File: config.mk
export PLATFORM = sky130hd
export DESIGN_NAME = xor_sprite_framebuffer_flat
export DESIGN_NICKNAME = d
export VERILOG_FILES = /design/src/rtl/core/xsf_pkg.sv /design/src/rtl/core/xsf_req_if.sv /design/src/rtl/core/xsf_rsp_if.sv /design/src/rtl/core/xor_sprite_framebuffer.sv /design/src/flat_wrapper.sv
export SDC_FILE = /design/constraint.sdc
export NUM_CORES = 2
export LEC_CHECK = 0
export ABC_AREA = 1
export ABC_CLOCK_PERIOD_IN_PS = 4520
export BUFFER_PORTS_ARGS = -buffer_cell sky130_fd_sc_hd__buf_2
export CAP_MARGIN = 20
export CELL_PAD_IN_SITES_DETAIL_PLACEMENT = 1
export CELL_PAD_IN_SITES_GLOBAL_PLACEMENT = 2
export CORE_MARGIN = 2
export CORE_UTILIZATION = 39
export DETAILED_ROUTE_END_ITERATION = 12
export PLACE_DENSITY = 0.81
export SLEW_MARGIN = 40
export SYNTH_ARGS = -nofsm -noshare
export SYNTH_HDL_FRONTEND = slang
export SYNTH_SLANG_ARGS = --single-unit
export TNS_END_PERCENT = 50
File: constraint.sdc
create_clock -name clk -period 4.52 [get_ports clk]
set_input_delay 0.904 -clock clk [delete_from_list [all_inputs] [get_ports clk]]
set_output_delay 0.904 -clock clk [all_outputs]
set_load 0.1 [all_outputs]
File: src/rtl/core/xsf_pkg.sv
// shared constants and request codes for the xor sprite framebuffer
package xsf_pkg;

    localparam int SCREEN_WIDTH_DEF  = 64;
    localparam int SCREEN_HEIGHT_DEF = 32;
    localparam int SPRITE_BITS       = 8;

    localparam int REQ_W    = 2;
    localparam int POS_X_W  = 6;
    localparam int POS_Y_W  = 5;
    localparam int OFFSET_W = 4;
    localparam int PIXELS_W = 64;

    localparam logic [REQ_W-1:0] REQ_CLEAR = 2'd0;
    localparam logic [REQ_W-1:0] REQ_DRAW  = 2'd1;
    localparam logic [REQ_W-1:0] REQ_READ  = 2'd2;

endpackage

File: src/rtl/core/xsf_req_if.sv
// request channel carrying one draw, clear or read transaction
interface xsf_req_if;

    logic       valid;
    logic       ready;
    logic [1:0] req_type;
    logic [5:0] pos_x;
    logic [4:0] pos_y;
    logic [3:0] row_offset;
    logic [7:0] sprite_byte;
    logic       first_row;
    logic       last_row;

    modport source
    (
        output valid, req_type, pos_x, pos_y, row_offset, sprite_byte, first_row, last_row,
        input  ready
    );

    modport sink
    (
        input  valid, req_type, pos_x, pos_y, row_offset, sprite_byte, first_row, last_row,
        output ready
    );

endinterface

File: src/rtl/core/xsf_rsp_if.sv
// response channel carrying collision flags and one screen row
interface xsf_rsp_if;

    logic        valid;
    logic        ready;
    logic        row_collision;
    logic        sprite_collision;
    logic        sprite_done;
    logic [63:0] row_pixels;

    modport source
    (
        output valid, row_collision, sprite_collision, sprite_done, row_pixels,
        input  ready
    );

    modport sink
    (
        input  valid, row_collision, sprite_collision, sprite_done, row_pixels,
        output ready
    );

endinterface

File: src/rtl/core/xor_sprite_framebuffer.sv
// one-bit framebuffer with xor sprite row drawing, clear and row read-back
// a request is captured into the request registers, then its result is registered in the response register
// a new request is taken only once the previous one has done its row read-modify-write on the single-port store
// the response register lets the next request enter while a response waits
// reset: all rows read as zero at once (per-row valid bits), collision flag cleared
module xor_sprite_framebuffer
    import xsf_pkg::*;
#(
    parameter int SCREEN_WIDTH  = SCREEN_WIDTH_DEF,
    parameter int SCREEN_HEIGHT = SCREEN_HEIGHT_DEF
)
(
    input  logic        clk,
    input  logic        rst_n,
    xsf_req_if.sink     req,
    xsf_rsp_if.source   rsp
);

    localparam int ROW_W    = (SCREEN_HEIGHT > 1) ? $clog2(SCREEN_HEIGHT) : 1;
    localparam int COL_W    = $clog2(SCREEN_WIDTH);
    localparam int SUM_Y_W  = POS_Y_W + 1;
    localparam int SUM_X_W  = POS_X_W + 1;
    localparam int ROW_TBL  = 1 << SUM_Y_W;
    localparam int COL_TBL  = 1 << SUM_X_W;

    typedef enum logic [0:0]
    {
        S_IDLE,
        S_EXEC
    } state_t;

    // wrap tables, filled at elaboration
    logic [ROW_W-1:0] row_tbl [ROW_TBL];
    logic [COL_W-1:0] pos_tbl [COL_TBL];

    genvar k;
    generate
        for (k = 0; k < ROW_TBL; k++)
        begin : g_row_tbl
            assign row_tbl[k] = ROW_W'(k % SCREEN_HEIGHT);
        end
        for (k = 0; k < COL_TBL; k++)
        begin : g_pos_tbl
            assign pos_tbl[k] = COL_W'(SCREEN_WIDTH - 1 - (k % SCREEN_WIDTH));
        end
    endgenerate

    logic [SCREEN_WIDTH-1:0]  mem [SCREEN_HEIGHT];
    logic [SCREEN_WIDTH-1:0]  rd_data_reg;
    logic                     rd_valid_reg;

    state_t                   state_reg, state_next;
    logic [REQ_W-1:0]         req_type_reg, req_type_next;
    logic                     first_reg, first_next;
    logic                     last_reg, last_next;
    logic [ROW_W-1:0]         row_addr_reg, row_addr_next;
    logic [SCREEN_WIDTH-1:0]  mask_reg, mask_next;
    logic [SCREEN_HEIGHT-1:0] row_valid_reg, row_valid_next;
    logic                     sticky_reg, sticky_next;

    logic                     rsp_valid_reg, rsp_valid_next;
    logic                     row_col_reg, row_col_next;
    logic                     done_reg, done_next;
    logic [PIXELS_W-1:0]      pixels_reg, pixels_next;

    logic                     accept;
    logic                     exec_go;
    logic                     mem_we;
    logic [SCREEN_WIDTH-1:0]  old_row;
    logic [SCREEN_WIDTH-1:0]  new_row;
    logic [SUM_Y_W-1:0]       y_sum;
    logic [SUM_X_W-1:0]       x_sum;
    logic                     hit;

    assign req.ready = (state_reg == S_IDLE);
    assign accept    = req.valid && req.ready;
    assign exec_go   = (state_reg == S_EXEC) && (!rsp_valid_reg || rsp.ready);

    assign old_row = rd_valid_reg ? rd_data_reg : '0;
    assign new_row = old_row ^ mask_reg;
    assign hit     = |(old_row & mask_reg);
    assign mem_we  = exec_go && (req_type_reg == REQ_DRAW);

    assign rsp.valid            = rsp_valid_reg;
    assign rsp.row_collision    = row_col_reg;
    assign rsp.sprite_collision = sticky_reg;
    assign rsp.sprite_done      = done_reg;
    assign rsp.row_pixels       = pixels_reg;

    always_comb
    begin
        state_next     = state_reg;
        req_type_next  = req_type_reg;
        first_next     = first_reg;
        last_next      = last_reg;
        row_addr_next  = row_addr_reg;
        mask_next      = mask_reg;
        row_valid_next = row_valid_reg;
        sticky_next    = sticky_reg;
        rsp_valid_next = rsp_valid_reg && !rsp.ready;
        row_col_next   = row_col_reg;
        done_next      = done_reg;
        pixels_next    = pixels_reg;
        y_sum          = '0;
        x_sum          = '0;

        if (accept)
        begin
            state_next    = S_EXEC;
            req_type_next = req.req_type;
            first_next    = req.first_row;
            last_next     = req.last_row;
            if (req.req_type == REQ_DRAW)
            begin
                y_sum = SUM_Y_W'(req.pos_y) + SUM_Y_W'(req.row_offset);
            end
            else
            begin
                y_sum = SUM_Y_W'(req.pos_y);
            end
            row_addr_next = row_tbl[y_sum];
            mask_next     = '0;
            for (int i = 0; i < SPRITE_BITS; i++)
            begin
                x_sum = SUM_X_W'(req.pos_x) + SUM_X_W'(i);
                if (req.sprite_byte[SPRITE_BITS-1-i])
                begin
                    mask_next[pos_tbl[x_sum]] = 1'b1;
                end
            end
        end

        if (exec_go)
        begin
            state_next     = S_IDLE;
            rsp_valid_next = 1'b1;
            row_col_next   = 1'b0;
            done_next      = 1'b0;
            pixels_next    = '0;
            case (req_type_reg)
                REQ_CLEAR:
                begin
                    row_valid_next = '0;
                end
                REQ_DRAW:
                begin
                    row_valid_next[row_addr_reg] = 1'b1;
                    sticky_next  = (sticky_reg && !first_reg) || hit;
                    row_col_next = hit;
                    done_next    = last_reg;
                    pixels_next  = PIXELS_W'(new_row);
                end
                REQ_READ:
                begin
                    pixels_next = PIXELS_W'(old_row);
                end
                default:
                begin
                    pixels_next = '0;
                end
            endcase
        end
    end

    always_ff @(posedge clk or negedge rst_n)
    begin
        if (!rst_n)
        begin
            state_reg     <= S_IDLE;
            req_type_reg  <= REQ_CLEAR;
            first_reg     <= 1'b0;
            last_reg      <= 1'b0;
            row_addr_reg  <= '0;
            mask_reg      <= '0;
            row_valid_reg <= '0;
            sticky_reg    <= 1'b0;
            rsp_valid_reg <= 1'b0;
            row_col_reg   <= 1'b0;
            done_reg      <= 1'b0;
            pixels_reg    <= '0;
        end
        else
        begin
            state_reg     <= state_next;
            req_type_reg  <= req_type_next;
            first_reg     <= first_next;
            last_reg      <= last_next;
            row_addr_reg  <= row_addr_next;
            mask_reg      <= mask_next;
            row_valid_reg <= row_valid_next;
            sticky_reg    <= sticky_next;
            rsp_valid_reg <= rsp_valid_next;
            row_col_reg   <= row_col_next;
            done_reg      <= done_next;
            pixels_reg    <= pixels_next;
        end
    end

    // row store, registered read
    always_ff @(posedge clk)
    begin
        if (mem_we)
        begin
            mem[row_addr_reg] <= new_row;
        end
        if (accept)
        begin
            rd_data_reg  <= mem[row_addr_next];
            rd_valid_reg <= row_valid_reg[row_addr_next];
        end
    end

endmodule

File: src/flat_wrapper.sv
// flat-port wrapper written by rule: the top's interface ports become plain ports
module xor_sprite_framebuffer_flat import xsf_pkg::*;
#(
    parameter int SCREEN_WIDTH  = SCREEN_WIDTH_DEF,
    parameter int SCREEN_HEIGHT = SCREEN_HEIGHT_DEF
)
  (clk, rst_n, req_valid, req_req_type, req_pos_x, req_pos_y, req_row_offset, req_sprite_byte, req_first_row, req_last_row, req_ready, rsp_valid, rsp_row_collision, rsp_sprite_collision, rsp_sprite_done, rsp_row_pixels, rsp_ready);
  xsf_req_if req_i ();
  xsf_rsp_if rsp_i ();
  input  logic clk;
  input  logic rst_n;
  input wire logic [$bits(req_i.valid)-1:0] req_valid;
  input wire logic [$bits(req_i.req_type)-1:0] req_req_type;
  input wire logic [$bits(req_i.pos_x)-1:0] req_pos_x;
  input wire logic [$bits(req_i.pos_y)-1:0] req_pos_y;
  input wire logic [$bits(req_i.row_offset)-1:0] req_row_offset;
  input wire logic [$bits(req_i.sprite_byte)-1:0] req_sprite_byte;
  input wire logic [$bits(req_i.first_row)-1:0] req_first_row;
  input wire logic [$bits(req_i.last_row)-1:0] req_last_row;
  output wire logic [$bits(req_i.ready)-1:0] req_ready;
  output wire logic [$bits(rsp_i.valid)-1:0] rsp_valid;
  output wire logic [$bits(rsp_i.row_collision)-1:0] rsp_row_collision;
  output wire logic [$bits(rsp_i.sprite_collision)-1:0] rsp_sprite_collision;
  output wire logic [$bits(rsp_i.sprite_done)-1:0] rsp_sprite_done;
  output wire logic [$bits(rsp_i.row_pixels)-1:0] rsp_row_pixels;
  input wire logic [$bits(rsp_i.ready)-1:0] rsp_ready;
  assign req_i.valid = req_valid;
  assign req_i.req_type = req_req_type;
  assign req_i.pos_x = req_pos_x;
  assign req_i.pos_y = req_pos_y;
  assign req_i.row_offset = req_row_offset;
  assign req_i.sprite_byte = req_sprite_byte;
  assign req_i.first_row = req_first_row;
  assign req_i.last_row = req_last_row;
  assign req_ready = req_i.ready;
  assign rsp_valid = rsp_i.valid;
  assign rsp_row_collision = rsp_i.row_collision;
  assign rsp_sprite_collision = rsp_i.sprite_collision;
  assign rsp_sprite_done = rsp_i.sprite_done;
  assign rsp_row_pixels = rsp_i.row_pixels;
  assign rsp_i.ready = rsp_ready;
  xor_sprite_framebuffer #(.SCREEN_WIDTH(SCREEN_WIDTH), .SCREEN_HEIGHT(SCREEN_HEIGHT)) u_core (.clk(clk), .rst_n(rst_n), .req(req_i), .rsp(rsp_i));
endmodule
**Yosys cells after proc, flatten, opt, wreduce, memory -nomap -nowiden**

Memory sizes are Yosys's and may differ from the RTL's. A register that Yosys moved wholly into a read port is not among the register bits.
Index checks and enable logic that the tools add are counted.
Widths: inputs -> output; s select.

- Bits in registers: 175
- Memory bits (writable): 2048
- Memory bits (read-only): 6464
- Input bits: 31
- Output and inout bits: 69
- Logic and storage cells: 173
- Memories: 10

Memory list:

| name | depth | bits a word | read ports | clocked after Yosys merged registers in | wr ports | RTL line | RTL |
|---|---|---|---|---|---|---|---|
| u_core.mem | 32 | 64 | 1 | 1 | 1 | xor_sprite_framebuffer.sv:48 | `logic [SCREEN_WIDTH-1:0] mem [SCREEN_HEIGHT];` |
| (no name shown) | 128 | 6 | 1 | 0 | 0 | xor_sprite_framebuffer.sv:128 | `mask_next[pos_tbl[x_sum]] = 1'b1;` |
| (no name shown) | 128 | 6 | 1 | 0 | 0 | xor_sprite_framebuffer.sv:128 |  |
| (no name shown) | 128 | 6 | 1 | 0 | 0 | xor_sprite_framebuffer.sv:128 |  |
| (no name shown) | 128 | 6 | 1 | 0 | 0 | xor_sprite_framebuffer.sv:128 |  |
| (no name shown) | 128 | 6 | 1 | 0 | 0 | xor_sprite_framebuffer.sv:128 |  |
| 4 more memories | n/a | n/a | n/a | n/a | n/a | n/a |  |

- $add $sub $neg: 8
- Magnitude comparators: 28
- Equal/unequal tests: 3
- Multiplexer cells: 66
- Bitwise operators: 20
- Reductions and logical operators: 25

Operators with widths:

| cell | number |
|---|---|
| $mux 64 | 16 |
| $or 64x64->64 | 7 |
| $pmux 64 s2 | 1 |
| $mux 6 | 18 |
| $and 64x64->64 | 1 |
| $ge 8x8->1 const B | 8 |
| $pmux 32 s2 | 1 |
| $reduce_or 64->1 | 1 |
| $xor 64x64->64 | 1 |
| $lt 6x7->1 const B | 8 |
| $not 7->8 | 7 |
| $demux 1 s6 | 8 |
| $ge 6x1->1 const B | 8 |
| $or 32x32->32 | 1 |
| $add 6x3->7 const B | 4 |
| $mux 1 | 17 |
| $mux 5 | 3 |
| $add 6x2->7 const B | 2 |
| $logic_and 1x1->1 | 14 |
| $lt 5x6->1 const B | 2 |
| $not 6->8 | 1 |
| $add 6x1->7 const B | 1 |
| $ge 7x7->1 const B | 1 |
| $not 6->7 | 1 |
| 12 further kinds | 18 |

**Depth between registers and ports, before layout**

- Word-level depth: 30
- Depth in mapped cells: 15
- Mapped depth without buffers: 14

**Worst setup path after synthesis**

No wires, ideal clock.

- Path kind: input to register
- Start: input rsp_ready
- End: memory u_core.mem[11][0] (netlist bit) (enable)
- Library setup time: 488 ps
- Arrival: 4435 ps
- Data required time: 4032 ps
- Slack: -403 ps
- Stages: 8
- Buffers on the path: 0
- Cells stage by stage: inv_1 > nand2_1 > nand2_1 > nor2_1 > inv_1 > nor3_1 > inv_1 > nor2_1

- Word-level cells in the longest chain between the ends: 5

RTL lines:

| element | RTL line | RTL |
|---|---|---|
| start: declaration | flat_wrapper.sv:26 | `input wire logic [$bits(rsp_i.ready)-1:0] rsp_ready;` |
| $logic_or 1x1->1 | xor_sprite_framebuffer.sv:77 | `assign exec_go = (state_reg == S_EXEC) && (!rsp_valid_reg \|\| rsp.ready);` |
| $logic_and 1x1->1 | xor_sprite_framebuffer.sv:77 |  |
| $logic_and 1x1->1 | xor_sprite_framebuffer.sv:82 | `assign mem_we = exec_go && (req_type_reg == REQ_DRAW);` |
| $mux 1 | xor_sprite_framebuffer.sv:202 | `if (mem_we)` |
| $mux 1 (not written as such) | xor_sprite_framebuffer.sv:204 | `mem[row_addr_reg] <= new_row;` |
| end: declaration | xor_sprite_framebuffer.sv:48 |  |

No other way between the ends.

**Worst setup path in the final report**

- Start: register u_core.rd_valid_reg
- End: register u_core.row_col_reg, in the netlist u_core.rsp.row_collision

- Word-level cells in the longest chain between the ends: 4

RTL lines:

| element | RTL line | RTL |
|---|---|---|
| start: declaration | xor_sprite_framebuffer.sv:50 | `logic rd_valid_reg;` |
| start signal: assignment | xor_sprite_framebuffer.sv:209 | `rd_valid_reg <= row_valid_reg[row_addr_next];` |
| $mux 64 | xor_sprite_framebuffer.sv:79 | `assign old_row = rd_valid_reg ? rd_data_reg : '0;` |
| $and 64x64->64 | xor_sprite_framebuffer.sv:81 | `assign hit = \|(old_row & mask_reg);` |
| $reduce_or 64->1 | xor_sprite_framebuffer.sv:81 |  |
| $mux 1 | xor_sprite_framebuffer.sv:140 | `case (req_type_reg)` |
| end signal: assignment | xor_sprite_framebuffer.sv:193 | `row_col_reg <= row_col_next;` |
| end: declaration | xor_sprite_framebuffer.sv:62 | `logic row_col_reg, row_col_next;` |

No other way between the ends.
A chain may end at the register's enable or synchronous reset.

==> metrics.yaml <==
timing:
  finalSetupViolCount: 0
  tns_ns: 0
  rsz0062_at_grt: "false"
  worstMarginPinSlew_ns: 0.970
  setup_ws_ns: 0.921
  fin_skew_ns: 0.0676
  slew-limit-headroom_pct: 34.6
  fin_crit_sh_pct: 79.6
  slew_violations: 0
  fmax_ghz: 0.278
  fin_crit_ns: 3.60
  hold_viol: 0
min_path:
  hp-class: "primary input to flip-flop"
setup_path:
  cp-start-kind: "flip-flop"
  crit_buf_inv: 3
  crit_family: "simple AND/OR/NAND/NOR gates"
  cp-end-kind: "flip-flop"
  cp.required_ns: 5.32
  path_max_fanout: 50
  crit_path_top_delay_cell: "nor4_1"
  critPathArrivalTime_ns: 4.40
  worst-setup-path-type: "flip-flop to flip-flop"
  crit_path_frequent_cell: "nand2_1"
  slowest_delay_ns: 0.67
  path_cells: "buf_12 -> nand2_1 -> inv_1 -> ha_2 -> nor4_1 -> nand2_1 -> nor2_1 -> nand2_1 -> o21ai_0 -> buf_4 -> nand2_1"
clock_network:
  cts_made_buffers: 230
  clock-sinks: 2287
  htree_levels: 4
  cts.clk_slew.worst_paths_ns: 0.07
  post_cts_resized: 0
  post_cts.repair.setup_buffers: 0
  clock_path_buffers: 3
  cts_tree: "done"
  root_buffer: "clkbuf_16"
  clk_latency_ns: 0.93
power:
  leakage_nw: 40.9
  total_power_w: 0.0626
  powerDensity_nw_per_um2: 555
  peakVddDrop_uv: 394
grt:
  grt_first_pass_wirelength_mm: 551
  grt_max_degree: 128
  antenna_found_initial: 8
  grt_usage_pct: 29.2
  grt_pass1_vias: 77100
  grt.overflow.total: 0
place:
  numPortBuffers: 99
  post-place-ws_ns: 0.566
  place_congestion: 0.924
  hpwl_mm: 211
detailed_routing:
  ant_nets: 0
  wire_per_inst_um: 30.2
  drt-total-wl_mm: 382
  drc: 0
  drt_iter0_drc: 9177
  drt_first_pass_iters: 8
  routed_via_density: 6.01
  detailroute.via_count: 75900
cells_and_area:
  finalNetCount: 9177
  utilization_pct: 44.5
  top_register: "u_core.mem"
  syn2layout_area_growth_pct: 13.7
  largest_reg_flops: 2048
  fill_cells: 27200
  drive_gt1_share_pct: 9.79
logic_synthesis:
  seq_area_frac_synth_pct: 68.4
  syn-mean-instance-area_um2: 10.9
  synth_warnings: 0
  synth-seq-cells: 2287
  synthesis.nets: 9175
  yosysUniqueCellTypes: 39
  syn_area_um2: 99100
  synth_cells: 9068
run_status:
  status: "finished, final reports clean"
flow_run:
  maxCapViolCount: 0
floorplan:
  core_area_um2: 253000
  initial_core_util_pct: 39.1
  dieArea_um2: 258000
  num_rows: 185
  num_io_pins: 100
  fp.dieH_um: 508
  fp.dieW_um: 508
==> where the power goes <==
| group | total, W | switching [W] | internal, W |
|---|---|---|---|
| combinational | 0.0164 | 0.0126 | 0.00382 |
| sequential | 0.0268 | 0.000460 | 0.0263 |
| clock | 0.0194 | 0.00859 | 0.0108 |
| total | 0.0626 | 0.0216 | 0.0409 |
==> cell families (layout without fill, tap and decap cells) <==
logic type / Yosys count / count (layout) / synth area share (%)
XOR/XNOR: 16 / 16 / 0.202
other: 0 / 2 / 0
AO/OA/AOI/OAI: 164 / 164 / 0.904
flip-flops: 2287 / 2287 / 68.4
AND/OR/NAND/NOR: 5689 / 5689 / 25.7
buffers and inverters: 836 / 1039 / 3.77
adder cells (fa/ha/maj): 76 / 76 / 0.967
==> cells in the mapped netlist <==
cell type / n / share of area (%)
a21oi_1: 24 / 0.12
a21oi_2: 2 / 0.018
a22o_1: 1 / 0.0088
a31oi_1: 19 / 0.12
buf_1: 40 / 0.15
buf_2: 350 / 1.8
buf_4: 34 / 0.26
buf_6: 3 / 0.034
clkbuf_1: 209 / 0.79
clkinv_1: 4 / 0.015
dfrtp_1: 174 / 4.4
edfxtp_1: 2113 / 64
fa_1: 1 / 0.020
ha_1: 75 / 0.95
inv_1: 173 / 0.66
inv_2: 20 / 0.076
inv_4: 3 / 0.019
nand2_1: 2089 / 7.9
nand2_2: 6 / 0.038
nand2_4: 2 / 0.023
nand3_1: 2669 / 13
nand3_2: 7 / 0.071
nand3_4: 2 / 0.035
nand3b_1: 4 / 0.030
nand4_1: 230 / 1.5
nor2_1: 650 / 2.5
nor2_2: 4 / 0.025
nor2_4: 2 / 0.023
nor2_8: 2 / 0.040
nor3_1: 5 / 0.025
nor4_1: 17 / 0.11
o21ai_0: 91 / 0.46
o21ai_1: 19 / 0.096
o21ai_2: 2 / 0.018
o21ai_4: 2 / 0.033
o21bai_1: 4 / 0.030
xnor2_1: 2 / 0.018
xor2_1: 6 / 0.053
xor2_2: 8 / 0.13
==> placed cells by master (no fill, tap or decap), drive strengths merged, types with 2 or more instances in the layout <==
cell type  netlist  layout
a21oi           26      26
a31oi           19      19
buf            427     405
bufinv           0      20
clkbuf         209     296
clkinv           4      99
clkinvlp         0      12
dfrtp          174     174
diode            0       2
edfxtp        2113    2113
ha              75      75
inv            196     206
nand2         2097    2097
nand3         2678    2678
nand3b           4       4
nand4          230     230
nor2           658     658
nor3             5       5
nor4            17      17
o21ai          114     114
o21bai           4       4
xnor2            2       2
xor2            14      14
==> area by class of cell <==
| type | instances | area [um^2] | share of cell area, % |
|---|---|---|---|
| flip-flops and latches | 2287 | 67800 | 60.2 |
| multi-input cells | 5945 | 28100 | 24.9 |
| clock buffers | 296 | 6130 | 5.44 |
| repair buffers | 406 | 4240 | 3.76 |
| well taps | 3366 | 4210 | 3.74 |
| clock inverters | 137 | 1440 | 1.28 |
| inverters | 200 | 786 | 0.697 |
| diodes | 2 | 5.00 | 0.00444 |
==> worst paths after layout <==
path | from | end | slack (ns) | cells after the start
setup reg to reg | u_core.rd_valid_reg | u_core.rsp.row_collision | 0.92 | 11
setup / recovery | u_core.rd_valid_reg | u_core.rsp.row_collision | 0.92 | 11
hold reg to reg | u_core.rsp.row_pixels[9] | u_core.rsp.row_pixels[9] | 0.47 | 2
max in group asynchronous | rst_n | u_core.rsp.row_pixels[43] | 3.06 | 3
hold / removal | req_last_row | u_core.last_reg | 0.19 | 3
min in group asynchronous | rst_n | u_core.rsp.row_pixels[10] | 0.52 | 2
==> worst min-delay path: cells and delay by family <==
family | cells | cell delay, ns
AND/OR/NAND/NOR | 2 | 0.09
buffers and inverters | 1 | 0.07
==> stage by stage <==
step	cell area (um^2)	hold slack [ns]	cells
6_report	113000	0.190	12600
5_1_grt	113000	0.204	12600
4_1_cts	113000	0.128	12600
3_5_place_dp	105000	0.463	12200
3_3_place_gp	105000	0.461	12200
2_1_floorplan	99100	0.450	9068
==> routing by layer <==
metal / part of all wire, % / GRT usage [%]
met1: 41 / 39.5
met2: 47 / 47.5
met3: 7.8 / 4.27
met4: 4.1 / 11.2
met5: 0.011 / 0
==> what timing repair did <==
item	4_1_cts	5_1_grt
setup endpoints to repair	0	0
hold buffers	1	0
hold endpoints to repair	30	0
No activity file was read; power rests on OpenSTA's default activity.
